**config.mk**
```make
export PLATFORM = sky130hd
export DESIGN_NAME = multi_sensor_threshold_alarm
export DESIGN_NICKNAME = d
export VERILOG_FILES = /design/src/hw/rtl/msta_pkg.sv /design/src/hw/rtl/multi_sensor_threshold_alarm.sv
export VERILOG_INCLUDE_DIRS = /design/src /design/src/hw/rtl
export SDC_FILE = /design/constraint.sdc
export NUM_CORES = 2
export LEC_CHECK = 0
export ABC_AREA = 0
export BUFFER_PORTS_ARGS = -buffer_cell sky130_fd_sc_hd__clkbuf_2
export CORE_ASPECT_RATIO = 1.25
export CORE_MARGIN = 10
export CORE_UTILIZATION = 60
export CTS_CLUSTER_SIZE = 12
export DETAILED_ROUTE_END_ITERATION = 10
export GPL_ROUTABILITY_DRIVEN = 0
export MAX_ROUTING_LAYER = met4
export PLACE_DENSITY = 0.77
export SLEW_MARGIN = 25
export SYNTH_ARGS = -nofsm -noshare
export SYNTH_HDL_FRONTEND = slang
export SYNTH_SLANG_ARGS = --single-unit
```
**constraint.sdc**
```tcl
create_clock -name clk_i -period 8.3 [get_ports clk_i]
set_input_delay 0.415 -clock clk_i [delete_from_list [all_inputs] [get_ports clk_i]]
set_output_delay 0.415 -clock clk_i [all_outputs]
set_load 0.01 [all_outputs]
```
**src/hw/rtl/multi_sensor_threshold_alarm_macros.svh**
```systemverilog
// ----------------------------------------------------------------------------
// Assertion macros for the threshold alarm
// Concurrent checks that compile away when NO_ASSERTIONS is defined.
// ----------------------------------------------------------------------------
`ifndef MULTI_SENSOR_THRESHOLD_ALARM_MACROS_SVH
`define MULTI_SENSOR_THRESHOLD_ALARM_MACROS_SVH
`ifndef NO_ASSERTIONS
// Same-cycle implication.
`define MSTA_ASSERT_IMP(lbl, clk, rst_n, ante, cons) \
  lbl: assert property (@(posedge clk) disable iff (!rst_n) (ante) |-> (cons)) \
    else $error("msta assertion failed");
// Next-cycle implication.
`define MSTA_ASSERT_NXT(lbl, clk, rst_n, ante, cons) \
  lbl: assert property (@(posedge clk) disable iff (!rst_n) (ante) |=> (cons)) \
    else $error("msta assertion failed");
`else
`define MSTA_ASSERT_IMP(lbl, clk, rst_n, ante, cons)
`define MSTA_ASSERT_NXT(lbl, clk, rst_n, ante, cons)
`endif
`endif

```
**src/hw/rtl/msta_pkg.sv**
```systemverilog
// ----------------------------------------------------------------------------
// msta_pkg
// Widths, register indexes, channel masks and types of the threshold alarm.
// ----------------------------------------------------------------------------
package msta_pkg;

  localparam int unsigned GAS_ADC_BITS = 12;
  localparam int unsigned TIME_BITS    = 32;
  localparam int unsigned NUM_CH       = 10;

  localparam int unsigned GAS_W   = 4 * GAS_ADC_BITS;
  localparam int unsigned CFG_W   = (GAS_W > 32) ? GAS_W : 32;
  localparam int unsigned CFG_IDX_W = 3;

  // Input tdata layout, lowest field first.
  localparam int unsigned TEMP_W   = 16;
  localparam int unsigned HUM_W    = 14;
  localparam int unsigned PART_W   = 16;
  localparam int unsigned IN_BITS  = TEMP_W + HUM_W + GAS_W + 2 * PART_W + 1;
  localparam int unsigned IN_W     = ((IN_BITS + 7) / 8) * 8;
  localparam int unsigned OFS_HUM    = TEMP_W;
  localparam int unsigned OFS_GAS    = OFS_HUM + HUM_W;
  localparam int unsigned OFS_FINE   = OFS_GAS + GAS_W;
  localparam int unsigned OFS_COARSE = OFS_FINE + PART_W;
  localparam int unsigned OFS_PVALID = OFS_COARSE + PART_W;

  // Output tdata layout, lowest field first.
  localparam int unsigned OUT_BITS = 4 + 2 + 1 + NUM_CH;
  localparam int unsigned OUT_W    = ((OUT_BITS + 7) / 8) * 8;

  // Register indexes.
  localparam logic [CFG_IDX_W-1:0] CFG_TEMP_HIGH  = 3'd0;
  localparam logic [CFG_IDX_W-1:0] CFG_TEMP_LOW   = 3'd1;
  localparam logic [CFG_IDX_W-1:0] CFG_HUMIDITY   = 3'd2;
  localparam logic [CFG_IDX_W-1:0] CFG_GAS        = 3'd3;
  localparam logic [CFG_IDX_W-1:0] CFG_PARTICLE   = 3'd4;
  localparam logic [CFG_IDX_W-1:0] CFG_COOLDOWN   = 3'd5;
  localparam logic [CFG_IDX_W-1:0] CFG_BLINK      = 3'd6;
  localparam logic [CFG_IDX_W-1:0] CFG_BUZZER     = 3'd7;

  // Register reset values.
  localparam logic [15:0]        RST_TEMP_HIGH = 16'd3500;
  localparam logic [15:0]        RST_TEMP_LOW  = 16'd500;
  localparam logic [31:0]        RST_HUMIDITY  = {16'd8000, 16'd2000};
  localparam logic [GAS_W-1:0]   RST_GAS       = {4{GAS_ADC_BITS'(2000)}};
  localparam logic [31:0]        RST_PARTICLE  = {16'd50, 16'd35};
  localparam logic [31:0]        RST_COOLDOWN  = 32'd60000;
  localparam logic [31:0]        RST_BLINK     = 32'd500;
  localparam logic [31:0]        RST_BUZZER    = 32'd3000;

  // Temperature high/low, combustible gas, methane and carbon monoxide are critical channels.
  localparam logic [NUM_CH-1:0] CRIT_MASK = 10'b00_1110_0011;

  localparam int unsigned CH_FINE   = 8;
  localparam int unsigned CH_COARSE = 9;

  typedef enum logic [1:0] {
    LVL_NORMAL   = 2'd0,
    LVL_WARNING  = 2'd1,
    LVL_CRITICAL = 2'd2
  } level_e;

  // Lamp drives: bit 0 green, bit 1 yellow, bit 2 red.
  localparam logic [2:0] LAMP_OFF    = 3'b000;
  localparam logic [2:0] LAMP_GREEN  = 3'b001;
  localparam logic [2:0] LAMP_YELLOW = 3'b010;
  localparam logic [2:0] LAMP_RED    = 3'b100;

endpackage

```
**src/hw/rtl/multi_sensor_threshold_alarm.sv**
```systemverilog
// ----------------------------------------------------------------------------
// multi_sensor_threshold_alarm: ten-channel threshold alarm with lamps and buzzer.
// An accepted item waits in the input register; its result is held in the result register and offered from there.
// One item per cycle unless the output stalls; ten channel compares and cooldown checks run side by side.
// Reset (rst_ni, asynchronous, active low): default limits, time and channels cleared, green lamp on.
// ----------------------------------------------------------------------------
`include "multi_sensor_threshold_alarm_macros.svh"

module multi_sensor_threshold_alarm (
  input  logic                              clk_i,
  input  logic                              rst_ni,
  // Configuration write port
  input  logic                              cfg_we_i,
  input  logic [msta_pkg::CFG_IDX_W-1:0]    cfg_idx_i,
  input  logic [msta_pkg::CFG_W-1:0]        cfg_data_i,
  // Item input
  input  logic                              s_axis_tvalid,
  output logic                              s_axis_tready,
  // tdata from bit 0: temperature, humidity, air_quality, combustible_gas,
  // methane, carbon_monoxide, fine_particles, coarse_particles,
  // particles_valid, zero fill
  input  logic [msta_pkg::IN_W-1:0]         s_axis_tdata,
  // tuser: mode (0 tick, 1 sample)
  input  logic                              s_axis_tuser,
  // Result output
  output logic                              m_axis_tvalid,
  input  logic                              m_axis_tready,
  // tdata from bit 0: green_lamp, yellow_lamp, red_lamp, buzzer_on,
  // alert_level, alert_fired, active_channels, zero fill
  output logic [msta_pkg::OUT_W-1:0]        m_axis_tdata
);

  localparam int unsigned G  = msta_pkg::GAS_ADC_BITS;
  localparam int unsigned TB = msta_pkg::TIME_BITS;
  localparam int unsigned NC = msta_pkg::NUM_CH;

  // Configuration registers
  logic signed [15:0]         temp_high_q, temp_low_q;
  logic [31:0]                hum_lim_q;
  logic [msta_pkg::GAS_W-1:0] gas_lim_q;
  logic [31:0]                part_lim_q;
  logic [31:0]                cooldown_q, blink_ivl_q, buz_dur_q;

  always_ff @(posedge clk_i or negedge rst_ni) begin
    if (!rst_ni) begin
      temp_high_q <= msta_pkg::RST_TEMP_HIGH;
      temp_low_q  <= msta_pkg::RST_TEMP_LOW;
      hum_lim_q   <= msta_pkg::RST_HUMIDITY;
      gas_lim_q   <= msta_pkg::RST_GAS;
      part_lim_q  <= msta_pkg::RST_PARTICLE;
      cooldown_q  <= msta_pkg::RST_COOLDOWN;
      blink_ivl_q <= msta_pkg::RST_BLINK;
      buz_dur_q   <= msta_pkg::RST_BUZZER;
    end else if (cfg_we_i) begin
      unique case (cfg_idx_i)
        msta_pkg::CFG_TEMP_HIGH: temp_high_q <= cfg_data_i[15:0];
        msta_pkg::CFG_TEMP_LOW:  temp_low_q  <= cfg_data_i[15:0];
        msta_pkg::CFG_HUMIDITY:  hum_lim_q   <= cfg_data_i[31:0];
        msta_pkg::CFG_GAS:       gas_lim_q   <= cfg_data_i[msta_pkg::GAS_W-1:0];
        msta_pkg::CFG_PARTICLE:  part_lim_q  <= cfg_data_i[31:0];
        msta_pkg::CFG_COOLDOWN:  cooldown_q  <= cfg_data_i[31:0];
        msta_pkg::CFG_BLINK:     blink_ivl_q <= cfg_data_i[31:0];
        msta_pkg::CFG_BUZZER:    buz_dur_q   <= cfg_data_i[31:0];
        default: ;
      endcase
    end
  end

  // Input register
  logic                              in_vld_q;
  logic                              in_mode_q;
  logic [msta_pkg::IN_W-1:0]         in_data_q;
  logic                              out_vld_q;
  logic [msta_pkg::OUT_BITS-1:0]     out_data_q;
  logic                              advance;

  assign advance       = in_vld_q & (~out_vld_q | m_axis_tready);
  assign s_axis_tready = ~in_vld_q | advance;

  always_ff @(posedge clk_i or negedge rst_ni) begin
    if (!rst_ni) begin
      in_vld_q <= 1'b0;
    end else if (s_axis_tvalid && s_axis_tready) begin
      in_vld_q <= 1'b1;
    end else if (advance) begin
      in_vld_q <= 1'b0;
    end
  end

  always_ff @(posedge clk_i) begin
    if (s_axis_tvalid && s_axis_tready) begin
      in_mode_q <= s_axis_tuser;
      in_data_q <= s_axis_tdata;
    end
  end

  // Field views of the registered item
  logic signed [15:0]          temp;
  logic [msta_pkg::HUM_W-1:0]  hum;
  logic [msta_pkg::GAS_W-1:0]  gas;
  logic [15:0]                 fine, coarse;
  logic                        pvalid;

  assign temp   = in_data_q[msta_pkg::TEMP_W-1:0];
  assign hum    = in_data_q[msta_pkg::OFS_HUM +: msta_pkg::HUM_W];
  assign gas    = in_data_q[msta_pkg::OFS_GAS +: msta_pkg::GAS_W];
  assign fine   = in_data_q[msta_pkg::OFS_FINE +: msta_pkg::PART_W];
  assign coarse = in_data_q[msta_pkg::OFS_COARSE +: msta_pkg::PART_W];
  assign pvalid = in_data_q[msta_pkg::OFS_PVALID];

  // Alarm state
  logic [TB-1:0]         now_q, now_d;
  logic [TB-1:0]         stamps_q [NC];
  logic [TB-1:0]         stamps_d [NC];
  logic [NC-1:0]         active_q, active_d;
  msta_pkg::level_e      level_q, level_d;
  logic                  blink_q, blink_d;
  logic [TB-1:0]         last_blink_q, last_blink_d;
  logic                  buz_run_q, buz_run_d;
  logic [TB-1:0]         buz_start_q, buz_start_d;
  logic [2:0]            lamps_q, lamps_d;
  logic                  buz_out_q, buz_out_d;

  logic [NC-1:0]         over, enable, fire;
  logic [TB-1:0]         now_inc, blink_diff, buz_diff;
  logic [TB-1:0]         ch_diff [NC];
  logic                  any_fire;

  always_comb begin
    over[0] = temp > temp_high_q;
    over[1] = temp < temp_low_q;
    over[2] = 16'(hum) > hum_lim_q[31:16];
    over[3] = 16'(hum) < hum_lim_q[15:0];
    for (int k = 0; k < 4; k++) begin
      over[4+k] = gas[k*G +: G] > gas_lim_q[k*G +: G];
    end
    over[msta_pkg::CH_FINE]   = fine > part_lim_q[15:0];
    over[msta_pkg::CH_COARSE] = coarse > part_lim_q[31:16];

    // Particle channels hold their state while the readings are invalid.
    enable = '1;
    enable[msta_pkg::CH_FINE]   = pvalid;
    enable[msta_pkg::CH_COARSE] = pvalid;

    for (int c = 0; c < NC; c++) begin
      ch_diff[c] = now_q - stamps_q[c];
      fire[c]    = enable[c] & over[c] & (~active_q[c] | (32'(ch_diff[c]) > cooldown_q));
    end
    any_fire = |fire;

    now_inc    = now_q + TB'(1);
    blink_diff = now_inc - last_blink_q;
    buz_diff   = now_inc - buz_start_q;

    now_d        = now_q;
    stamps_d     = stamps_q;
    active_d     = active_q;
    level_d      = level_q;
    blink_d      = blink_q;
    last_blink_d = last_blink_q;
    buz_run_d    = buz_run_q;
    buz_start_d  = buz_start_q;
    lamps_d      = lamps_q;
    buz_out_d    = buz_out_q;

    if (in_mode_q) begin
      for (int c = 0; c < NC; c++) begin
        // An over-limit channel that cannot refire is already active.
        if (enable[c]) begin
          active_d[c] = over[c];
        end
        if (fire[c]) begin
          stamps_d[c] = now_q;
        end
      end
      if (any_fire) begin
        level_d = |(fire & msta_pkg::CRIT_MASK) ? msta_pkg::LVL_CRITICAL
                                                : msta_pkg::LVL_WARNING;
        if (|(fire & msta_pkg::CRIT_MASK) && !buz_run_q) begin
          buz_run_d   = 1'b1;
          buz_start_d = now_q;
          buz_out_d   = 1'b1;
        end
      end else if (active_d == '0) begin
        level_d = msta_pkg::LVL_NORMAL;
      end
    end else begin
      now_d = now_inc;
      if (32'(blink_diff) >= blink_ivl_q) begin
        last_blink_d = now_inc;
        blink_d      = ~blink_q;
        unique case (level_q)
          msta_pkg::LVL_WARNING:  lamps_d = blink_d ? msta_pkg::LAMP_YELLOW : msta_pkg::LAMP_OFF;
          msta_pkg::LVL_CRITICAL: lamps_d = blink_d ? msta_pkg::LAMP_RED : msta_pkg::LAMP_OFF;
          default:                lamps_d = msta_pkg::LAMP_GREEN;
        endcase
      end
      if (buz_run_q) begin
        if (32'(buz_diff) >= buz_dur_q) begin
          buz_out_d = 1'b0;
          buz_run_d = 1'b0;
        end else begin
          buz_out_d = 1'b1;
        end
      end
    end
  end

  always_ff @(posedge clk_i or negedge rst_ni) begin
    if (!rst_ni) begin
      now_q        <= '0;
      stamps_q     <= '{default: '0};
      active_q     <= '0;
      level_q      <= msta_pkg::LVL_NORMAL;
      blink_q      <= 1'b0;
      last_blink_q <= '0;
      buz_run_q    <= 1'b0;
      buz_start_q  <= '0;
      lamps_q      <= msta_pkg::LAMP_GREEN;
      buz_out_q    <= 1'b0;
    end else if (advance) begin
      now_q        <= now_d;
      stamps_q     <= stamps_d;
      active_q     <= active_d;
      level_q      <= level_d;
      blink_q      <= blink_d;
      last_blink_q <= last_blink_d;
      buz_run_q    <= buz_run_d;
      buz_start_q  <= buz_start_d;
      lamps_q      <= lamps_d;
      buz_out_q    <= buz_out_d;
    end
  end

  // Result register
  always_ff @(posedge clk_i or negedge rst_ni) begin
    if (!rst_ni) begin
      out_vld_q <= 1'b0;
    end else if (advance) begin
      out_vld_q <= 1'b1;
    end else if (m_axis_tready) begin
      out_vld_q <= 1'b0;
    end
  end

  always_ff @(posedge clk_i) begin
    if (advance) begin
      out_data_q <= {active_d, in_mode_q & any_fire, level_d, buz_out_d, lamps_d};
    end
  end

  assign m_axis_tvalid = out_vld_q;
  assign m_axis_tdata  = msta_pkg::OUT_W'(out_data_q);

  `MSTA_ASSERT_IMP(a_buzzer_drive, clk_i, rst_ni, buz_run_q, buz_out_q)
  `MSTA_ASSERT_IMP(a_normal_idle, clk_i, rst_ni, level_q == msta_pkg::LVL_NORMAL, active_q == '0)
  `MSTA_ASSERT_IMP(a_one_lamp, clk_i, rst_ni, 1'b1, $onehot0(lamps_q))
  `MSTA_ASSERT_NXT(a_fire_level, clk_i, rst_ni, advance && in_mode_q && any_fire, level_q != msta_pkg::LVL_NORMAL)

endmodule
```
==> run metrics <==
largest net degree at the start of global routing 157; crit path from now_q[0]; final hold violation count 0; synth unique cells 87; leakage between 30 and 40 nW; top_reg_cell synth dfrtp_1; Seq/Total Area, Yosys 0.3493; antenna violations before repair 5; syn_area_per_cell ~9.4 um^2; Pins Over Slew Limit 0; setup TNS 0 ps; CTS max path bufs 3; Avg WL per Cell between 20 and 25 um; Worst-Skew Late Latency 690 ps; worst hold path type in -> reg; Largest register FFs between 300 and 400; fin nets approximately 7800; Slew headroom 0.3399; Ys Warns 0; Clk pin slew, worst setup/hold paths around 60 ps; Peak supply drop 0.0002256 V; site row count roughly 130; synthesized area 59800 um^2; Top reg by flops stamps_q; post-synthesis sequential element count 805; total number of vias 48930; Setup-failing EPs final 0; maxcap violations 0; layout cell share with drive strength beyond 1 0.1215; unrepaired setup endpoints after global routing false; overall power 25.78 mW; crit path launch type register; largest area contributor in the synthesized netlist dfrtp_1; DP HPWL 120300 um; CP Capture Type register; Initial Util 0.6044; clock skew 30.68 ps; top-area cell type share of the netlist area 0.2511; total wire length around 160000 um; biggest regs stamps_q (320), in_data_q (111), gas_lim_q (48); TritonCTS clock tree yes; die area about 110000 um^2; CTS H-tree lvls 3; Synth area leaders dfrtp_1 (25%), ha_1 (19%), edfxtp_1 (6.5%); Vias/cell 6.012; status completed; Starting DRT DRC Count 2825; Least-Margin Pin Slew 989.1 ps; Hold Startpoint cfg_data_i[25]; antenna violation net count after detailed routing 0; EDFF count, synth 129; ys async rst share 0.8398; Worst Path Max Fanout 33; drt drc 0; vias in the first global route approximately 50000; gate count after technology mapping 6390; Crit path required time 8860 ps; P&R area growth vs syn 11.93%; GR Overflow Total 0; Port Buffers 186; reg-to-reg critical path startpoint now_q[0]; CP arrival around 8300 ps; clk sink count 805; width of the die 302.4 um; overall routing resource usage 0.2929; CTS buffer count 87; crit share post-route 0.9377; core area 98940 um^2; global-route wire length before repair 258800 um; Root Buffer clkbuf_16; Die H 373.0 um; crit path kind reg -> reg; num ports 195; power per cell area slightly below 400 nW/um^2; DR pass1 iterations 5; Achievable Freq about 0.13 GHz; Tmin final slightly below 8000 ps
layer usage:
metal  share of wire  wire, um  track usage  up-vias
met4           0.066     10790       0.1733        0
met1            0.38     62360       0.3177    23690
met3           0.050      8177      0.03916      546
met5               0         0            -        -
met2            0.50     81720       0.5054     1403
li1                -         -            -    23290
layout make-up:
cell class                      count  area (um^2)
Multi-Input combinational cell   4721        35700
Fill cell                        7559        32010
Sequential cell                   805        20890
Timing Repair Buffer              428         3183
Inverter                          709         2661
Clock buffer                      141         2531
Tap cell                         1310         1639
Clock inverter                     20        319.1
Antenna cell                        5        12.51
critical path, stage by stage (launching register included):
cell and delay [ps]:
dfrtp_1 540, inv_1 240, ha_1 200, inv_1 60, fa_1 410, a21o_1 180
a21oi_1 300, o21ai_0 180, a21oi_1 220, o21ai_0 250, a32o_1 370, a211oi_1 310
o21ai_0 220, a31o_2 270, a21oi_1 170, xnor2_1 90, ha_1 310, nand4_1 170
nor4_1 640, nand2_1 140, or4_1 430, o211ai_1 260, nand2_1 130, or4_1 590
nand3_4 510, mux2_2 400
timing repair:
item,in CTS,in global routing
resized for setup,0,1
setup buffers,0,3
setup endpoints to repair,0,16
endpoints found under the hold margin,203,0
hold buffers,130,0
final timing paths:
kind	to	slack, ps	cells after the start
setup reg to reg	buz_start_q[31]	520	25
hold reg to reg	active_q[7]	480	2
hold / removal	hum_lim_q[25]	70	3
max in group asynchronous	blink_ivl_q[27]	5900	4
min in group asynchronous	stamps_q[67]	350	2
setup / recovery	buz_start_q[31]	520	25
per-stage QoR:
stage / worst slack [ps] / hold WS [ps] / cells / cell area, um^2 / util
2_1_floorplan: 1646 / 119.4 / 6396 / 59820 / -
3_3_place_gp: 833.4 / 462.2 / 7840 / 62730 / 0.6340
3_5_place_dp: 660.4 / 472.2 / 7840 / 62730 / 0.6340
4_1_cts: 616.3 / 17.31 / 8131 / 66880 / 0.6760
5_1_grt: 69.81 / 62.81 / 8138 / 66930 / 0.6765
6_report: 517.2 / 69.22 / 8139 / 66930 / 0.6765
logic make-up after synthesis:
kind of cell,count (synthesis),synth area share
buffers and inverters,870,0.05561
XOR/XNOR,400,0.05884
multiplexers,309,0.05815
other,1,0.00006271
AO/OA/AOI/OAI,1685,0.1740
adder cells (fa/ha/maj),909,0.1917
flip-flops,805,0.3493
AND/OR/NAND/NOR,1411,0.1123
cell usage in the layout, fill, tap and decap left out, drive strengths merged, types with 14 or more instances in the layout:
| cell type | count |
|---|---|
| o211ai | 32 |
| and3 | 41 |
| nand4 | 119 |
| a31oi | 34 |
| a21boi | 16 |
| nor3 | 76 |
| dlygate4sd3 | 130 |
| a21o | 321 |
| dfrtp | 600 |
| or3 | 24 |
| a31o | 14 |
| a211oi | 40 |
| o21a | 77 |
| nand2b | 63 |
| and4 | 14 |
| o21ai | 540 |
| nor4 | 14 |
| nor2b | 87 |
| edfxtp | 129 |
| mux2 | 307 |
| a21oi | 429 |
| clkbuf | 326 |
| nand3 | 100 |
| inv | 710 |
| nand2 | 507 |
| and2 | 20 |
| o21bai | 49 |
| buf | 113 |
| nor2 | 307 |
| xor2 | 117 |
| ha | 897 |
| dfstp | 76 |
| xnor2 | 283 |
report_power, final:
| part | switching [mW] | total (mW) | internal [mW] |
|---|---|---|---|
| logic | 9.25 | 16.7 | 7.41 |
| clock network | 1.71 | 3.93 | 2.23 |
| registers | 0.387 | 5.19 | 4.81 |
Yosys cell counts, types with 11 or more instances:
cell type / instances
edfxtp_1: 129
a31oi_1: 34
a211oi_1: 40
nand2b_1: 63
or2_2: 11
a21o_1: 321
dfrtp_1: 600
or3_1: 24
o41ai_1: 12
xor2_1: 117
fa_1: 12
xnor2_1: 281
inv_1: 709
nor4_1: 14
o21a_1: 77
nor2_1: 305
dfstp_2: 76
mux2_1: 29
o31ai_1: 11
a31o_2: 14
mux2_2: 278
and3_1: 39
a21boi_0: 16
and4_1: 13
nor3_1: 75
ha_1: 897
buf_1: 16
nand4_1: 119
nor2b_1: 87
o211ai_1: 32
clkbuf_1: 126
nand2_1: 507
o21ai_0: 535
and2_1: 20
o21bai_1: 49
nand3_1: 97
a21oi_1: 429
(Power assumes the default switching activity.)
